**src/rtl/mvm_pkg.sv**
```systemverilog
`timescale 1ns / 1ps
// ----------------------------------------------------------------------------
// mvm_pkg
// Shared types and constants for the streaming matrix-vector multiply core.
// ----------------------------------------------------------------------------
package mvm_pkg;

    localparam int VALUE_W     = 24;  // Q8.16 entry width
    localparam int PROD_W      = 2 * VALUE_W;
    localparam int SUM_W       = 56;  // Q24.32 row sum width
    localparam int INDEX_W     = 6;
    localparam int COL_CNT_W   = 7;
    localparam int ROW_CNT_W   = 16;
    localparam int CFG_DATA_W  = 16;
    localparam int CFG_INDEX_W = 1;

    localparam int MAX_COLUMNS_DEFAULT = 64;

    localparam logic [COL_CNT_W-1:0] COL_CNT_RESET = COL_CNT_W'(32);
    localparam logic [ROW_CNT_W-1:0] ROW_CNT_RESET = ROW_CNT_W'(32);

    // configuration register indexes
    localparam logic [CFG_INDEX_W-1:0] REG_COLUMN_COUNT = 1'b0;
    localparam logic [CFG_INDEX_W-1:0] REG_ROW_COUNT    = 1'b1;

    // input transaction kinds
    localparam logic ACTION_LOAD   = 1'b0;
    localparam logic ACTION_MATRIX = 1'b1;

    typedef struct packed {
        logic                      action;
        logic [INDEX_W-1:0]        entry_index;
        logic signed [VALUE_W-1:0] entry_value;
    } in_t;

    typedef struct packed {
        logic signed [SUM_W-1:0] row_sum;
        logic                    last_row;
    } out_t;

    // control that travels with a matrix entry down the MAC pipeline
    typedef struct packed {
        logic valid;
        logic end_row;
        logic last_row;
    } tag_t;

endpackage

```
**src/rtl/mvm_vec_store.sv**
```systemverilog
`timescale 1ns / 1ps
// ----------------------------------------------------------------------------
// mvm_vec_store
// Vector entry memory: one write port, one registered read port.
// ----------------------------------------------------------------------------
module mvm_vec_store #(
    parameter int DEPTH  = mvm_pkg::MAX_COLUMNS_DEFAULT,
    parameter int ADDR_W = 6
) (
    input  logic                              aclk,
    input  logic                              en,
    input  logic                              wr_en,
    input  logic [ADDR_W-1:0]                 wr_addr,
    input  logic signed [mvm_pkg::VALUE_W-1:0] wr_data,
    input  logic [ADDR_W-1:0]                 rd_addr,
    output logic signed [mvm_pkg::VALUE_W-1:0] rd_data
);

    logic signed [mvm_pkg::VALUE_W-1:0] mem [DEPTH];
    logic signed [mvm_pkg::VALUE_W-1:0] rd_data_reg;

    always_ff @(posedge aclk) begin
        if (en && wr_en) begin
            mem[wr_addr] <= wr_data;
        end
    end

    // Read and write never target the same edge with a dependency: a load
    // written at one edge is visible to a read at the next.
    always_ff @(posedge aclk) begin
        if (en) begin
            rd_data_reg <= mem[rd_addr];
        end
    end

    assign rd_data = rd_data_reg;

endmodule

```
**src/rtl/mvm_mac.sv**
```systemverilog
`timescale 1ns / 1ps
// ----------------------------------------------------------------------------
// mvm_mac
// Multiply-accumulate pipeline with the result output register.
// ----------------------------------------------------------------------------
module mvm_mac (
    input  logic                               aclk,
    input  logic                               aresetn,
    input  mvm_pkg::tag_t                      tag_in,
    input  logic signed [mvm_pkg::VALUE_W-1:0] a_in,
    input  logic signed [mvm_pkg::VALUE_W-1:0] b_rd,
    output logic                               stall,
    output logic                               m_valid,
    input  logic                               m_ready,
    output mvm_pkg::out_t                      m_data
);

    localparam int PW = mvm_pkg::PROD_W;
    localparam int SW = mvm_pkg::SUM_W;

    mvm_pkg::tag_t                      tag1_reg, tag2_reg;
    logic signed [mvm_pkg::VALUE_W-1:0] a_reg;
    logic signed [PW-1:0]               prod_reg;
    logic signed [PW-1:0]               prod_next;
    logic signed [SW-1:0]               acc_reg;
    logic signed [SW-1:0]               sum_next;
    logic                               m_valid_reg;
    mvm_pkg::out_t                      m_data_reg;
    logic                               advance;

    // only a finished row blocked by a full output register holds the pipe
    assign stall   = tag2_reg.valid && tag2_reg.end_row && m_valid_reg && !m_ready;
    assign advance = !stall;

    assign prod_next = a_reg * b_rd;
    assign sum_next  = acc_reg + {{(SW - PW){prod_reg[PW-1]}}, prod_reg};

    always_ff @(posedge aclk) begin
        if (!aresetn) begin
            tag1_reg <= '0;
            tag2_reg <= '0;
        end else if (advance) begin
            tag1_reg <= tag_in;
            tag2_reg <= tag1_reg;
        end
    end

    always_ff @(posedge aclk) begin
        if (advance) begin
            a_reg    <= a_in;
            prod_reg <= prod_next;
        end
    end

    always_ff @(posedge aclk) begin
        if (!aresetn) begin
            acc_reg <= '0;
        end else if (advance && tag2_reg.valid) begin
            acc_reg <= tag2_reg.end_row ? '0 : sum_next;
        end
    end

    always_ff @(posedge aclk) begin
        if (!aresetn) begin
            m_valid_reg <= 1'b0;
        end else if (advance && tag2_reg.valid && tag2_reg.end_row) begin
            m_valid_reg <= 1'b1;
        end else if (m_ready) begin
            m_valid_reg <= 1'b0;
        end
    end

    always_ff @(posedge aclk) begin
        if (advance && tag2_reg.valid && tag2_reg.end_row) begin
            m_data_reg.row_sum  <= sum_next;
            m_data_reg.last_row <= tag2_reg.last_row;
        end
    end

    assign m_valid = m_valid_reg;
    assign m_data  = m_data_reg;

endmodule

```
**src/rtl/matrix_vector_multiply_stream_core.sv**
```systemverilog
`timescale 1ns / 1ps
// ----------------------------------------------------------------------------
// matrix_vector_multiply_stream_core
// Streaming y = A*b in signed Q8.16, one row sum in Q24.32 per matrix row.
// ----------------------------------------------------------------------------
// Usage:
//   s_* channel (valid/ready) carries load and matrix transactions. A load
//   writes entry_value into the vector store at entry_index. Matrix entries
//   arrive in row-major order; each one is multiplied by the stored vector
//   entry at the current column and accumulated.
//   m_* channel (valid/ready) returns one row_sum per completed row, with
//   last_row set on the final row of the matrix.
//   cfg_* port writes column_count (index 0) and row_count (index 1); the user
//   must write them only while the core is idle, the core does not enforce it.
//   Throughput: one transaction per cycle while s_ready is high. After the last
//   entry of a row is accepted, the vector store read happens on the accepting
//   edge, then multiply, then accumulate into the output register, which sets m_valid.
//   Reset clears the column and row positions, the accumulator and the
//   output valid flag; the vector store holds nothing until loaded.
//   When the receiver stalls, the pipeline keeps accepting until a second
//   row result reaches the accumulate stage; s_ready then drops until the
//   waiting result is taken.
// ----------------------------------------------------------------------------
module matrix_vector_multiply_stream_core #(
    parameter int MAX_COLUMNS = mvm_pkg::MAX_COLUMNS_DEFAULT
) (
    input  logic                                aclk,
    input  logic                                aresetn,
    input  logic                                s_valid,
    output logic                                s_ready,
    input  mvm_pkg::in_t                        s_data,
    output logic                                m_valid,
    input  logic                                m_ready,
    output mvm_pkg::out_t                       m_data,
    input  logic                                cfg_wr_en,
    input  logic [mvm_pkg::CFG_INDEX_W-1:0]     cfg_index,
    input  logic [mvm_pkg::CFG_DATA_W-1:0]      cfg_wdata
);

    localparam int CW = (MAX_COLUMNS > 1) ? $clog2(MAX_COLUMNS) : 1;
    localparam int EW = (CW + 1 > mvm_pkg::COL_CNT_W) ? CW + 1 : mvm_pkg::COL_CNT_W;
    localparam int IW = (CW > mvm_pkg::INDEX_W) ? CW : mvm_pkg::INDEX_W;
    localparam int RW = mvm_pkg::ROW_CNT_W;

    logic [mvm_pkg::COL_CNT_W-1:0] column_count_reg;
    logic [RW-1:0]                 row_count_reg;
    logic [CW-1:0]                 col_pos_reg, col_pos_next;
    logic [RW-1:0]                 row_pos_reg, row_pos_next;

    logic          accept;
    logic          is_matrix;
    logic          stall;
    logic          load_we;
    logic [IW-1:0] idx_ext;
    logic [EW-1:0] cols_eff;
    logic [EW-1:0] col_cnt_ext;
    logic [RW-1:0] rows_eff;
    logic          end_row;
    logic          last_row;
    mvm_pkg::tag_t tag_in;
    logic signed [mvm_pkg::VALUE_W-1:0] b_rd;

    assign s_ready   = !stall;
    assign accept    = s_valid && s_ready;
    assign is_matrix = (s_data.action == mvm_pkg::ACTION_MATRIX);

    // configuration registers
    always_ff @(posedge aclk) begin
        if (!aresetn) begin
            column_count_reg <= mvm_pkg::COL_CNT_RESET;
            row_count_reg    <= mvm_pkg::ROW_CNT_RESET;
        end else if (cfg_wr_en) begin
            unique case (cfg_index)
                mvm_pkg::REG_COLUMN_COUNT:
                    column_count_reg <= cfg_wdata[mvm_pkg::COL_CNT_W-1:0];
                mvm_pkg::REG_ROW_COUNT:
                    row_count_reg <= cfg_wdata[RW-1:0];
                default: ;
            endcase
        end
    end

    // zero acts as one, counts above the store depth clamp to it
    assign col_cnt_ext = EW'(column_count_reg);
    always_comb begin
        priority if (column_count_reg == '0) begin
            cols_eff = EW'(1);
        end else if (col_cnt_ext > EW'(MAX_COLUMNS)) begin
            cols_eff = EW'(MAX_COLUMNS);
        end else begin
            cols_eff = col_cnt_ext;
        end
    end

    assign rows_eff = (row_count_reg == '0) ? RW'(1) : row_count_reg;
    assign end_row  = (EW'(col_pos_reg) + EW'(1)) >= cols_eff;
    assign last_row = ({1'b0, row_pos_reg} + (RW + 1)'(1)) >= {1'b0, rows_eff};

    always_comb begin
        col_pos_next = col_pos_reg;
        row_pos_next = row_pos_reg;
        if (accept && is_matrix) begin
            if (end_row) begin
                col_pos_next = '0;
                row_pos_next = last_row ? '0 : row_pos_reg + RW'(1);
            end else begin
                col_pos_next = col_pos_reg + CW'(1);
            end
        end
    end

    always_ff @(posedge aclk) begin
        if (!aresetn) begin
            col_pos_reg <= '0;
            row_pos_reg <= '0;
        end else begin
            col_pos_reg <= col_pos_next;
            row_pos_reg <= row_pos_next;
        end
    end

    // loads beyond the store depth are dropped
    assign idx_ext = IW'(s_data.entry_index);
    assign load_we = accept && !is_matrix && (int'(idx_ext) < MAX_COLUMNS);

    assign tag_in.valid    = accept && is_matrix;
    assign tag_in.end_row  = end_row;
    assign tag_in.last_row = last_row;

    mvm_vec_store #(
        .DEPTH  (MAX_COLUMNS),
        .ADDR_W (CW)
    ) u_store (
        .aclk    (aclk),
        .en      (s_ready),
        .wr_en   (load_we),
        .wr_addr (idx_ext[CW-1:0]),
        .wr_data (s_data.entry_value),
        .rd_addr (col_pos_reg),
        .rd_data (b_rd)
    );

    mvm_mac u_mac (
        .aclk    (aclk),
        .aresetn (aresetn),
        .tag_in  (tag_in),
        .a_in    (s_data.entry_value),
        .b_rd    (b_rd),
        .stall   (stall),
        .m_valid (m_valid),
        .m_ready (m_ready),
        .m_data  (m_data)
    );

endmodule

```
**config.mk**
```make
export PLATFORM = sky130hd
export DESIGN_NAME = matrix_vector_multiply_stream_core
export DESIGN_NICKNAME = d
export VERILOG_FILES = /design/src/rtl/mvm_pkg.sv /design/src/rtl/mvm_vec_store.sv /design/src/rtl/mvm_mac.sv /design/src/rtl/matrix_vector_multiply_stream_core.sv
export SDC_FILE = /design/constraint.sdc
export NUM_CORES = 2
export LEC_CHECK = 0
export BUFFER_PORTS_ARGS = -buffer_cell sky130_fd_sc_hd__buf_2
export CAP_MARGIN = 20
export CORE_MARGIN = 1
export CORE_UTILIZATION = 55
export DETAILED_ROUTE_END_ITERATION = 12
export PLACE_DENSITY = 0.8
export SKIP_LAST_GASP = 1
export SLEW_MARGIN = 0
export SYNTH_ARGS = -nofsm -noshare
export SYNTH_HDL_FRONTEND = slang
export SYNTH_HIERARCHICAL = 1
export SYNTH_SLANG_ARGS = --single-unit
```
**constraint.sdc**
```tcl
create_clock -name aclk -period 17.4 [get_ports aclk]
set_clock_uncertainty 0.1 [all_clocks]
set_input_delay 1.74 -clock aclk [delete_from_list [all_inputs] [get_ports aclk]]
set_output_delay 1.74 -clock aclk [all_outputs]
set_load 0.01 [all_outputs]
```
==> flow_summary.ini <==
[synth]
synth_seq_cells = 1797
synth_area_per_cell_um2 = 15.4
number_of_nets_in_the_synthesized_netlist = 6889
ys_seq_area_share_pct = 56.9
synth_flop_cell = sky130_fd_sc_hd__edfxtp_1
synth-xor-area-share_pct = 1.13
synthCells = 6014
synth_mux_area_share_pct = 10.4
synth_top_family_by_area = adder cells
yosys_warnings = 6
synth_simple_gate_area_share_pct = 6.51
synthTopCellsByArea = sky130_fd_sc_hd__edfxtp_1 55%, sky130_fd_sc_hd__fa_1 13%, sky130_fd_sc_hd__mux4_2 9.3%, sky130_fd_sc_hd__ha_1 2.9%, sky130_fd_sc_hd__inv_1 2.7%
synth-async-reset-ratio_pct = 0
synth_compound_gate_area_share_pct = 4.70
mapped_area_um2 = 92900
synthDistinctLibCells = 94
synth.largest_area_cell = sky130_fd_sc_hd__edfxtp_1
synth_edf_count = 1689
yosys.area_share.adder_pct = 16.0
synth_top_cell_area_share_pct = 54.6

[cts]
cts_tree = yes
postCtsResizedCells = 0
root_buffer_master = sky130_fd_sc_hd__clkbuf_16
cts.clk_slew.worst_paths_ns = 0.06
insertion_delay_ns = 0.84
cts_num_sinks = 1797
cts_inserted_buffers = 169
cts_hold_repair.buffers = 0
post-cts-setup-buffer-count = 0
cts_max_path_buffers = 3
count_of_h_tree_levels_built_during_cts = 4

[finish]
drive_above_1_share_pct = 15.9
final_nets = 6983
syn2layout_area_growth_pct = 9.33
finish.cell_count_without_fillers = 8456
largest_register_ffs = 1536

[critical_path]
worst_setup_path_startpoint = u_store/rd_data[0]
crit_path_start_kind = register
data_required_time_of_the_critical_path_ns = 17.84
rr_startpoint = u_store/rd_data[0]
rr_endpoint = u_mac/prod_reg[44]
worstSetupEndpoint = u_mac/prod_reg[44]
arrival_ns = 8.40
worst_setup_path_end_kind = register
timing.reg2reg.worst_path_depth = 24
register_to_register_setup_slack_ns = 9.44
timing.setup.critical_path_class = register to register
crit_fanout = 24

[floorplanning]
design.die.area_um2 = 170000
chipWidth_um = 413
initial_core_util_pct = 55.5
floorplan.io_pins = 112
die_height_um = 413
row_count = 150
core_region_area_um2 = 167000

[drt]
vias_post_dr = 53200
post_drt_wl_per_cell_um = 27.3
detailedRoute.firstIterationViolations = 6256
antenna_violating_nets_post_route = 0
detail_route.vias_per_cell = 6.29
routed_wirelength_um = 230000
drcViolationCount = 0
drt_pass_1_iters = 7

[global_routing]
grt_pass1_wl_um = 345000
first_global_vias = 55200
groute.usage.overall_pct = 27.5
number_of_antenna_violations_at_the_first_check_in_global_routing = 16
globalRoute.totalOverflow = 0
grt_start_max_net_pins = 126

[run]
max-cap-violations = 0

[placed_design]
post_detail_place_hpwl_um = 138000
gpl.final_weighted_congestion = 0.896
place.port_buffers = 111
place.detailed.instances = 8137

[timing]
tns_ns = 0
rsz0062_at_grt = no
final-setup-viol-count = 0
final-hold-violation-count = 0
relSlewSlack_pct = 23.7
fin_crit_sh_pct = 45.8
max_freq_mhz = 126
timing_max_transition_violations_final = 0
tightest_slew_ns = 1.14
min_period_ns = 7.96

[status]
status = finished clean

[min_path]
holdCritPathClass = register to register
## final cells by class
cell class / count / area [um2]
Inverter: 662 / 2480
Clock buffer: 208 / 4480
Antenna cell: 4 / 10.0
Sequential cell: 1797 / 52900
Fill cell: 11700 / 65900
Timing Repair Buffer: 219 / 1430
Clock inverter: 103 / 1150
Multi-Input combinational cell: 3259 / 36300
Tap cell: 2204 / 2760
## cells by family after synthesis
kind of cell / after synthesis
AND/OR/NAND/NOR: 1210
buffers and inverters: 958
multiplexers: 486
XOR/XNOR: 119
AO/OA/AOI/OAI: 622
flip-flops: 1797
adder cells (fa/ha/maj): 822
## worst min path at each step
stage / cells after the start / slack (ns) / startpoint / end
final: 2 / 0.35 / u_mac/tag1_reg[0] / u_mac/tag2_reg[0]
after global routing: 2 / 0.38 / u_mac/acc_reg[52] / u_mac/acc_reg[52]
after CTS: 2 / 0.36 / u_mac/tag1_reg[0] / u_mac/tag2_reg[0]
after detailed placement: 2 / 0.35 / u_mac/acc_reg[52] / u_mac/acc_reg[52]
after global placement: 2 / 0.35 / u_mac/tag1_reg[0] / u_mac/tag1_reg[0]
after floorplan: 0 / 0.31 / u_mac/tag2_reg[0] / u_mac/m_data[0]
## per-layer routing
layer | global-route usage [%] | vias up | wire length, um
li1 | - | 21900 | -
met1 | 35.5 | 27200 | 83700
met2 | 45.5 | 3473 | 113000
met3 | 5.64 | 620 | 23600
met4 | 11.5 | 14 | 10600
met5 | 0 | - | 92
## worst max-delay path, cell delays in order (launching register included)
cell and delay [ns]:
sky130_fd_sc_hd__edfxtp_1 0.92, sky130_fd_sc_hd__nand2_1 0.21, sky130_fd_sc_hd__inv_1 0.18, sky130_fd_sc_hd__fa_1 0.55
sky130_fd_sc_hd__fa_1 0.57, sky130_fd_sc_hd__inv_1 0.07, sky130_fd_sc_hd__fa_1 0.49, sky130_fd_sc_hd__fa_1 0.51
sky130_fd_sc_hd__inv_1 0.06, sky130_fd_sc_hd__fa_1 0.49, sky130_fd_sc_hd__fa_1 0.50, sky130_fd_sc_hd__inv_1 0.05
sky130_fd_sc_hd__fa_1 0.51, sky130_fd_sc_hd__inv_1 0.05, sky130_fd_sc_hd__ha_1 0.33, sky130_fd_sc_hd__a21o_1 0.18
sky130_fd_sc_hd__a21o_1 0.17, sky130_fd_sc_hd__a21o_1 0.19, sky130_fd_sc_hd__and4_1 0.21, sky130_fd_sc_hd__or3_1 0.36
sky130_fd_sc_hd__o221ai_2 0.29, sky130_fd_sc_hd__a21oi_2 0.12, sky130_fd_sc_hd__a21oi_2 0.24, sky130_fd_sc_hd__nor3_1 0.07
sky130_fd_sc_hd__a311o_1 0.29
## synthesized netlist by cell type, drive strengths merged (101+ instances only)
master,number
and2,280
nor2,147
fa,608
a21oi,143
clkbuf,195
dfxtp,108
mux4,384
edfxtp,1689
buf,101
inv,662
ha,214
nand2,460
## stage by stage
stage	setup WS, ns	hold WS (ns)	cell area, um2	utilization (%)
CTS	9.50	0.357	101000	60.6
detailed placement	9.51	0.352	95800	57.2
finish	9.44	0.350	102000	60.6
floorplan	10.32	0.308	92900	-
global route	9.12	0.384	102000	60.6
global placement	9.53	0.352	95800	57.2
## cells in the final DEF (no fill, tap or decap), types with 52 or more instances in the layout
cell / synthesis / layout
sky130_fd_sc_hd__nor2_1: 147 / 80
sky130_fd_sc_hd__inv_1: 662 / 662
sky130_fd_sc_hd__nand4_1: 52 / 52
sky130_fd_sc_hd__fa_1: 608 / 608
sky130_fd_sc_hd__a22oi_1: 90 / 90
sky130_fd_sc_hd__ha_1: 214 / 214
sky130_fd_sc_hd__xnor2_1: 86 / 86
sky130_fd_sc_hd__nor2b_1: 80 / 77
sky130_fd_sc_hd__mux2i_1: 83 / 83
sky130_fd_sc_hd__and2_1: 279 / 279
sky130_fd_sc_hd__o21ai_0: 71 / 70
sky130_fd_sc_hd__edfxtp_1: 1689 / 1689
sky130_fd_sc_hd__mux4_2: 384 / 384
sky130_fd_sc_hd__buf_2: 43 / 111
sky130_fd_sc_hd__dfxtp_1: 108 / 103
sky130_fd_sc_hd__clkbuf_16: 0 / 172
sky130_fd_sc_hd__nand3_1: 58 / 57
sky130_fd_sc_hd__a21oi_1: 135 / 135
sky130_fd_sc_hd__nand2_1: 460 / 460
sky130_fd_sc_hd__buf_4: 23 / 103
Power is left out: the tool's default activity adds up to more than one toggle a clock period on the data nets, which glitch-free logic cannot reach.
